File: src/rtl/wbps_pkg.sv
// ----------------------------------------------------------------------------
// wbps_pkg
// Constants and types shared by the wildcard byte pattern scanner files.
// ----------------------------------------------------------------------------
package wbps_pkg;

  localparam int MaxPattern = 8;
  localparam int ByteW      = 8;
  localparam int PatternW   = MaxPattern * ByteW;
  localparam int MaskW      = MaxPattern;
  localparam int LenW       = 4;
  localparam int AddrW      = 48;
  localparam int IdxW       = (MaxPattern > 1) ? $clog2(MaxPattern) : 1;
  localparam int CfgIdxW    = 2;
  localparam int CfgDataW   = 64;

  // Configuration register indexes.
  localparam logic [CfgIdxW-1:0] RegPattern = 2'd0;
  localparam logic [CfgIdxW-1:0] RegMask    = 2'd1;
  localparam logic [CfgIdxW-1:0] RegLength  = 2'd2;
  localparam logic [CfgIdxW-1:0] RegBase    = 2'd3;

  // Shift control handed to every cell.
  typedef struct packed {
    logic shift;
    logic clear;
  } cell_ctrl_t;

  // What one cell compares against.
  typedef struct packed {
    logic [ByteW-1:0] pat;
    logic             wild;
    logic             in_use;
  } cell_cfg_t;

  // Effective pattern length: zero reads as one, large values saturate.
  function automatic logic [LenW-1:0] used_len(input logic [LenW-1:0] len);
    logic [LenW-1:0] res;
    res = len;
    if (len == '0) begin
      res = LenW'(1);
    end else if (len > LenW'(MaxPattern)) begin
      res = LenW'(MaxPattern);
    end
    return res;
  endfunction

endpackage

File: src/rtl/wbps_in_if.sv
// ----------------------------------------------------------------------------
// wbps_in_if
// Byte input channel: one memory byte and its end-of-range flag per item.
// ----------------------------------------------------------------------------
interface wbps_in_if;
  logic                       valid;
  logic                       ready;
  logic [wbps_pkg::ByteW-1:0] data_byte;
  logic                       last_byte;

  modport source (output valid, output data_byte, output last_byte, input ready);
  modport sink (input valid, input data_byte, input last_byte, output ready);
endinterface

File: src/rtl/wbps_out_if.sv
// ----------------------------------------------------------------------------
// wbps_out_if
// Result channel: found flag and start address of the match.
// ----------------------------------------------------------------------------
interface wbps_out_if;
  logic                       valid;
  logic                       ready;
  logic                       found;
  logic [wbps_pkg::AddrW-1:0] match_address;

  modport source (output valid, output found, output match_address, input ready);
  modport sink (input valid, input found, input match_address, output ready);
endinterface

File: src/rtl/wildcard_byte_pattern_scanner_unit.sv
// ----------------------------------------------------------------------------
// wildcard_byte_pattern_scanner_unit
// Searches a byte stream for a pattern with wildcard positions.
// ----------------------------------------------------------------------------
// Usage: bytes arrive on byte_i in ascending address order, one item per
// byte; last_byte marks the end of a scanned range. The first window that
// matches the pattern gives one item on result_o with found set and the
// address of the first matched byte. A range that ends without a match
// gives one item with found clear and address zero; later bytes of a
// range that already matched give nothing.
// Throughput is one byte per cycle unless a stalled result holds the
// input back. The window is a row of cells that shift on every accepted
// byte; each cell compares its incoming byte in parallel, so a result is
// loaded into the output register at the edge that accepts its byte.
// The output register decouples the sides: byte_i stays ready while the
// register is empty or being drained, so a result that the receiver
// stalls holds the input back until it is taken.
// Reset empties the window, clears the output register and loads the
// register file with its defaults (pattern length one). Configuration must be
// written through cfg_we_i only while the block is idle; the block does not enforce this.
// ----------------------------------------------------------------------------
module wildcard_byte_pattern_scanner_unit (
  input  logic                          clk_i,
  input  logic                          rst_ni,
  input  logic                          cfg_we_i,
  input  logic [wbps_pkg::CfgIdxW-1:0]  cfg_index_i,
  input  logic [wbps_pkg::CfgDataW-1:0] cfg_wdata_i,
  wbps_in_if.sink                       byte_i,
  wbps_out_if.source                    result_o
);

  localparam int NCells = wbps_pkg::MaxPattern;

  // Configuration registers.
  logic [wbps_pkg::PatternW-1:0] pattern_q;
  logic [wbps_pkg::MaskW-1:0]    mask_q;
  logic [wbps_pkg::LenW-1:0]     length_q;
  logic [wbps_pkg::AddrW-1:0]    base_q;

  always_ff @(posedge clk_i or negedge rst_ni) begin
    if (!rst_ni) begin
      pattern_q <= '0;
      mask_q    <= '0;
      length_q  <= wbps_pkg::LenW'(1);
      base_q    <= '0;
    end else if (cfg_we_i) begin
      case (cfg_index_i)
        wbps_pkg::RegPattern: pattern_q <= cfg_wdata_i[wbps_pkg::PatternW-1:0];
        wbps_pkg::RegMask:    mask_q    <= cfg_wdata_i[wbps_pkg::MaskW-1:0];
        wbps_pkg::RegLength:  length_q  <= cfg_wdata_i[wbps_pkg::LenW-1:0];
        wbps_pkg::RegBase:    base_q    <= cfg_wdata_i[wbps_pkg::AddrW-1:0];
        default: ;
      endcase
    end
  end

  logic [wbps_pkg::LenW-1:0] len;
  assign len = wbps_pkg::used_len(length_q);

  // Handshake: the input is taken whenever the output register can
  // accept a new result in the same edge.
  logic out_valid_q;
  logic accept;
  assign byte_i.ready = !out_valid_q || result_o.ready;
  assign accept       = byte_i.valid && byte_i.ready;

  wbps_pkg::cell_ctrl_t ctrl;
  assign ctrl.shift = accept;
  assign ctrl.clear = byte_i.last_byte;

  // The cell row. Cell 0 takes the newest byte; cell a, counted as age a,
  // is compared with pattern byte len-1-a.
  logic [wbps_pkg::ByteW-1:0] cell_byte [NCells];
  logic                       cell_valid[NCells];
  logic [NCells-1:0]          cell_hit;

  for (genvar a = 0; a < NCells; a++) begin : g_cell
    wbps_pkg::cell_cfg_t        ccfg;
    logic [wbps_pkg::LenW-1:0]  pidx;
    logic [wbps_pkg::ByteW-1:0] prev_byte;
    logic                       prev_valid;

    assign pidx        = len - wbps_pkg::LenW'(1) - wbps_pkg::LenW'(a);
    assign ccfg.pat    = pattern_q[pidx[wbps_pkg::IdxW-1:0] * wbps_pkg::ByteW +:
                                   wbps_pkg::ByteW];
    assign ccfg.wild   = mask_q[pidx[wbps_pkg::IdxW-1:0]];
    assign ccfg.in_use = wbps_pkg::LenW'(a) < len;

    if (a == 0) begin : g_head
      assign prev_byte  = byte_i.data_byte;
      assign prev_valid = 1'b1;
    end else begin : g_body
      assign prev_byte  = cell_byte[a-1];
      assign prev_valid = cell_valid[a-1];
    end

    wbps_cell u_cell (
      .clk_i        (clk_i),
      .rst_ni       (rst_ni),
      .ctrl_i       (ctrl),
      .cfg_i        (ccfg),
      .prev_byte_i  (prev_byte),
      .prev_valid_i (prev_valid),
      .byte_o       (cell_byte[a]),
      .valid_o      (cell_valid[a]),
      .hit_o        (cell_hit[a])
    );
  end

  // Scan bookkeeping. An empty window means this byte opens a scan and
  // takes its address from the base register.
  logic                       match_done_q, match_done_d;
  logic [wbps_pkg::AddrW-1:0] addr_q, addr_d;
  logic [wbps_pkg::AddrW-1:0] cur_addr;
  logic [wbps_pkg::AddrW-1:0] start_addr;
  logic                       match;

  assign cur_addr   = cell_valid[0] ? addr_q : base_q;
  assign match      = !match_done_q && (&cell_hit);
  assign start_addr = cur_addr - wbps_pkg::AddrW'(len - wbps_pkg::LenW'(1));

  always_comb begin
    match_done_d = match_done_q;
    addr_d       = addr_q;
    if (accept) begin
      if (byte_i.last_byte) begin
        match_done_d = 1'b0;
        addr_d       = base_q;
      end else begin
        match_done_d = match_done_q || match;
        addr_d       = cur_addr + wbps_pkg::AddrW'(1);
      end
    end
  end

  always_ff @(posedge clk_i or negedge rst_ni) begin
    if (!rst_ni) begin
      match_done_q <= 1'b0;
      addr_q       <= '0;
    end else begin
      match_done_q <= match_done_d;
      addr_q       <= addr_d;
    end
  end

  // Output register.
  logic                       res_emit;
  logic                       found_q;
  logic [wbps_pkg::AddrW-1:0] res_addr_q;
  logic                       out_valid_d;

  assign res_emit = accept && (match || (byte_i.last_byte && !match_done_q));

  always_comb begin
    out_valid_d = out_valid_q;
    if (res_emit) begin
      out_valid_d = 1'b1;
    end else if (result_o.ready) begin
      out_valid_d = 1'b0;
    end
  end

  always_ff @(posedge clk_i or negedge rst_ni) begin
    if (!rst_ni) begin
      out_valid_q <= 1'b0;
    end else begin
      out_valid_q <= out_valid_d;
    end
  end

  always_ff @(posedge clk_i) begin
    if (res_emit) begin
      found_q    <= match;
      res_addr_q <= match ? start_addr : '0;
    end
  end

  assign result_o.valid         = out_valid_q;
  assign result_o.found         = found_q;
  assign result_o.match_address = res_addr_q;

endmodule

File: src/rtl/wbps_cell.sv
// ----------------------------------------------------------------------------
// wbps_cell
// One window position: holds a byte and its valid bit, compares the byte
// that is shifting in against the pattern byte for this position.
// ----------------------------------------------------------------------------
module wbps_cell (
  input  logic                       clk_i,
  input  logic                       rst_ni,
  input  wbps_pkg::cell_ctrl_t       ctrl_i,
  input  wbps_pkg::cell_cfg_t        cfg_i,
  input  logic [wbps_pkg::ByteW-1:0] prev_byte_i,
  input  logic                       prev_valid_i,
  output logic [wbps_pkg::ByteW-1:0] byte_o,
  output logic                       valid_o,
  output logic                       hit_o
);

  logic [wbps_pkg::ByteW-1:0] byte_q;
  logic                       valid_q, valid_d;

  // Judged on the byte this cell will hold after the shift.
  assign hit_o = !cfg_i.in_use ||
                 (prev_valid_i && (cfg_i.wild || (prev_byte_i == cfg_i.pat)));

  always_comb begin
    valid_d = valid_q;
    if (ctrl_i.shift) begin
      valid_d = ctrl_i.clear ? 1'b0 : prev_valid_i;
    end
  end

  always_ff @(posedge clk_i or negedge rst_ni) begin
    if (!rst_ni) begin
      valid_q <= 1'b0;
    end else begin
      valid_q <= valid_d;
    end
  end

  always_ff @(posedge clk_i) begin
    if (ctrl_i.shift) begin
      byte_q <= prev_byte_i;
    end
  end

  assign byte_o  = byte_q;
  assign valid_o = valid_q;

endmodule

File: src/flat_wrapper.sv
// flat-port wrapper written by rule: the top's interface ports become plain ports
module wildcard_byte_pattern_scanner_unit_flat 
  (clk_i, rst_ni, cfg_we_i, cfg_index_i, cfg_wdata_i, byte_i_valid, byte_i_data_byte, byte_i_last_byte, byte_i_ready, result_o_valid, result_o_found, result_o_match_address, result_o_ready);
  wbps_in_if byte_i_i ();
  wbps_out_if result_o_i ();
  input  logic clk_i;
  input  logic rst_ni;
  input  logic cfg_we_i;
  input  logic [wbps_pkg::CfgIdxW-1:0] cfg_index_i;
  input  logic [wbps_pkg::CfgDataW-1:0] cfg_wdata_i;
  input wire logic [$bits(byte_i_i.valid)-1:0] byte_i_valid;
  input wire logic [$bits(byte_i_i.data_byte)-1:0] byte_i_data_byte;
  input wire logic [$bits(byte_i_i.last_byte)-1:0] byte_i_last_byte;
  output wire logic [$bits(byte_i_i.ready)-1:0] byte_i_ready;
  output wire logic [$bits(result_o_i.valid)-1:0] result_o_valid;
  output wire logic [$bits(result_o_i.found)-1:0] result_o_found;
  output wire logic [$bits(result_o_i.match_address)-1:0] result_o_match_address;
  input wire logic [$bits(result_o_i.ready)-1:0] result_o_ready;
  assign byte_i_i.valid = byte_i_valid;
  assign byte_i_i.data_byte = byte_i_data_byte;
  assign byte_i_i.last_byte = byte_i_last_byte;
  assign byte_i_ready = byte_i_i.ready;
  assign result_o_valid = result_o_i.valid;
  assign result_o_found = result_o_i.found;
  assign result_o_match_address = result_o_i.match_address;
  assign result_o_i.ready = result_o_ready;
  wildcard_byte_pattern_scanner_unit u_core (.clk_i(clk_i), .rst_ni(rst_ni), .cfg_we_i(cfg_we_i), .cfg_index_i(cfg_index_i), .cfg_wdata_i(cfg_wdata_i), .byte_i(byte_i_i), .result_o(result_o_i));
endmodule
File: config.mk
export PLATFORM = sky130hd
export DESIGN_NAME = wildcard_byte_pattern_scanner_unit_flat
export DESIGN_NICKNAME = d
export VERILOG_FILES = /design/src/rtl/wbps_pkg.sv /design/src/rtl/wbps_in_if.sv /design/src/rtl/wbps_out_if.sv /design/src/rtl/wildcard_byte_pattern_scanner_unit.sv /design/src/rtl/wbps_cell.sv /design/src/flat_wrapper.sv
export SDC_FILE = /design/constraint.sdc
export NUM_CORES = 1
export LEC_CHECK = 0
export BUFFER_PORTS_ARGS = -buffer_cell sky130_fd_sc_hd__buf_2
export CAP_MARGIN = 0
export CELL_PAD_IN_SITES_DETAIL_PLACEMENT = 0
export CELL_PAD_IN_SITES_GLOBAL_PLACEMENT = 1
export CORE_MARGIN = 5
export CORE_UTILIZATION = 45
export DETAILED_ROUTE_END_ITERATION = 10
export GPL_ROUTABILITY_DRIVEN = 1
export PLACE_DENSITY = 0.86
export SLEW_MARGIN = 20
export SYNTH_ARGS = -nofsm -noshare
export SYNTH_HDL_FRONTEND = slang
export SYNTH_HIERARCHICAL = 1
export SYNTH_SLANG_ARGS = --single-unit
File: constraint.sdc
create_clock -name clk_i -period 16.6 [get_ports clk_i]
set_input_delay 1.66 -clock clk_i [delete_from_list [all_inputs] [get_ports clk_i]]
set_output_delay 1.66 -clock clk_i [all_outputs]
set_load 0.03 [all_outputs]
==> summary.txt <==
Pwr
  – Worst IR Drop VDD: about 110 uV
  – Power per cell area: between 100 and 150 nW/um^2
  – Pleak: between 9 and 10 nW

Drt
  – DRC viols: 0
  – Vias per inst: roughly 5.8
  – Routed Antenna Nets: 0
  – Initial DRC Count: 1148
  – Avg WL per Cell: 20.5 um
  – WL final: approximately 54000 um
  – Vias: 15200
  – DR pass1 iterations: 5

Clock tree
  – Clock transition at path regs: roughly 0.060 ns
  – Hold-fix buffer count after cts: 0
  – # resized after CTS: 0
  – Max H-tree Level: 2
  – # clock sinks: 286
  – Clock tree buffer depth: 3
  – CTS tree: built
  – CTS buffer count: 34
  – Post-CTS setup buffers: 0
  – Root Buffer: clkbuf_16
  – Clock Latency Late Sink: 0.56 ns

Logic synthesis
  – Post-Syn Instances: between 1500 and 2000
  – Synth warn: 6
  – Syn Area/Cell: 9.76 sq um
  – Post-Syn Area: about 19000 sq um

Worst hold path
  – Hold path start: u_core/g_cell[3].u_cell/byte_o[0]
  – HP Class: reg -> reg
  – Hold path cells: 0
  – Hold Path Sink: u_core/g_cell[4].u_cell/byte_o[0]

Die
  – Die width: approximately 220 um
  – Die Ht: approximately 220 um
  – Initial core utilization: approximately 46%
  – Die Area: approximately 47000 sq um
  – Row Count: 75
  – Core Box Area: 42000 sq um
  – Boundary Pins: about 130

STA
  – RSZ-0062 raised after global routing: false
  – Clock skew: around 0.018 ns
  – Slew Limit Fails: 0
  – Measured slew at the worst slew-check pin: between 1 and 1.5 ns
  – Setup TNS: 0 ns
  – Period utilization: 37.0%
  – Final Hold Viols: 0
  – Crit path time final: between 6 and 7 ns
  – Final setup violation count: 0
  – Max Clk Rate: between 150 and 200 MHz
  – Final WS setup: ~10 ns
  – Worst slew margin: between 30% and 40%

Layout
  – Final Instance Count excl. Fillers: 2650
  – Area of the multi-input gates: around 11000 sq um
  – Area grow syn2layout: 12.3%
  – Ratio of cells with drive above 1 in the final layout: 20.8%
  – FILL cells: roughly 3800
  – Register Area: a little under 8000 sq um
  – Fin nets: 2216
  – Ant. Diodes: 0
  – Finished Cell Area: 21500 sq um

Setup path
  – Worst EP required: 16.99 ns
  – Crit path capture type: flip-flop
  – Crit Reg-Reg Startpoint: u_core/length_q[3]
  – Critical Path AT: 6.53 ns
  – Reg2reg end: u_core/result_o.match_address[41]
  – Worst Path Max Fanout: 43
  – Worst r2r path cells: 19
  – Flop-to-flop setup slack: approximately 10 ns
  – Worst setup SP type: flip-flop
  – Critical path class: reg -> reg

GRT
  – Largest net degree at the start of global routing: 84
  – Met1 usage: a little under a third
  – GRT Util Overall: a little under a quarter
  – Global-route wire length before repair: about 84000 um
  – Met2 GRT Util: 35.8%
  – Total gr overflow: 0
  – Vias in the first global route: 14600
  – GRT Max-Usage Layer: met2
  – Met3 Usage GRT: 3.28%
  – Initial antenna violation count: 2

Placement
  – GPL Wtd Cong: around 0.97
  – Final HPWL DP: 40900 um
  – # port buffers: 130
  – Placed Area: between 20000 and 25000 sq um
  – # placed instances: between 2000 and 3000
  – Setup WS pre-CTS: approximately 11 ns

Run status
  – Outcome: completed

Run
  – Max_cap viols: 0
layout make-up:
cell class / count / share of cell area (%)
clock buffers: 41 / 4.22
clock inverters: 19 / 0.989
inverters: 43 / 0.762
multi-input cells: 1574 / 51.5
flip-flops and latches: 286 / 35.7
well taps: 539 / 3.14
repair buffers: 148 / 3.68
report_power, final:
part | internal, mW | switching, mW
clock network | 0.428 | 0.315
logic | 0.525 | 0.730
registers | 0.840 | 0.114
total | 1.79 | 1.16
per-stage QoR:
step / power (mW) / util (%) / hold WS (ns)
6_report: 2.95 / 51.2 / 0.474
3_3_place_gp: 2.18 / 48.5 / 0.458
5_1_grt: 3.12 / 51.2 / 0.490
4_1_cts: 2.95 / 51.2 / 0.476
3_5_place_dp: 2.20 / 48.5 / 0.460
2_1_floorplan: 1.87 / - / 0.444
flip-flops by register name, indices dropped and copies added (netlist names):
signal                         count
u_core/addr_q                     48
u_core/base_q                     48
u_core/g_cell.u_cell/byte_o       56
u_core/g_cell.u_cell/valid_o       7
u_core/length_q                    4
u_core/mask_q                      8
u_core/match_done_q                1
u_core/pattern_q                  64
u_core/result_o.found              1
u_core/result_o.match_address     48
u_core/result_o.valid              1
critical path: stages, from the launching register on:
cell and delay [ns]:
dfrtp_1 0.46, inv_1 0.15, nand2_2 0.08, buf_4 0.49
ha_1 0.89, inv_1 0.44, buf_4 0.35, xnor2_1 0.31
buf_4 0.30, mux2_2 0.37, xor2_1 0.17, nor4_2 0.32
a21oi_1 0.11, a21oi_1 0.12, nand4_1 0.18, or3_1 0.35
buf_4 0.26, inv_1 0.32, nand2b_1 0.10, mux2i_1 0.15
worst max path at each step:
stage,startpoint,to,slack [ns],cells past startpoint
global route,u_core/length_q[3],u_core/result_o.match_address[41],10.03,19
floorplan,u_core/length_q[0],u_core/result_o.found,8.08,19
detailed placement,u_core/length_q[3],u_core/result_o.match_address[46],10.59,19
finish,u_core/length_q[3],u_core/result_o.match_address[41],10.46,19
CTS,u_core/length_q[3],u_core/result_o.match_address[46],10.49,19
global placement,u_core/length_q[3],u_core/result_o.match_address[41],10.76,19
layout by cell type, fill, tap and decap left out, types with 16 or more instances in the layout:
master	count
nand2_1	219
o21ai_0	120
edfxtp_1	105
xnor2_1	25
mux2_2	198
and2_1	19
ha_1	48
nor4_2	16
nor2_1	156
and3_1	30
nand3_1	46
clkbuf_16	34
inv_1	41
mux2i_1	162
nand4_1	19
a21oi_1	135
xor2_1	87
dfrtp_1	179
buf_2	129
a21o_1	25
buf_4	18
conb_1	48
nor3_1	20
routing by layer:
layer | part of all wire, % | vias to the layer above
li1 | - | 7318
met1 | 45 | 7336
met2 | 45 | 494
met3 | 5.9 | 93
met4 | 3.9 | 0
met5 | 0 | -
(Power assumes the default switching activity.)
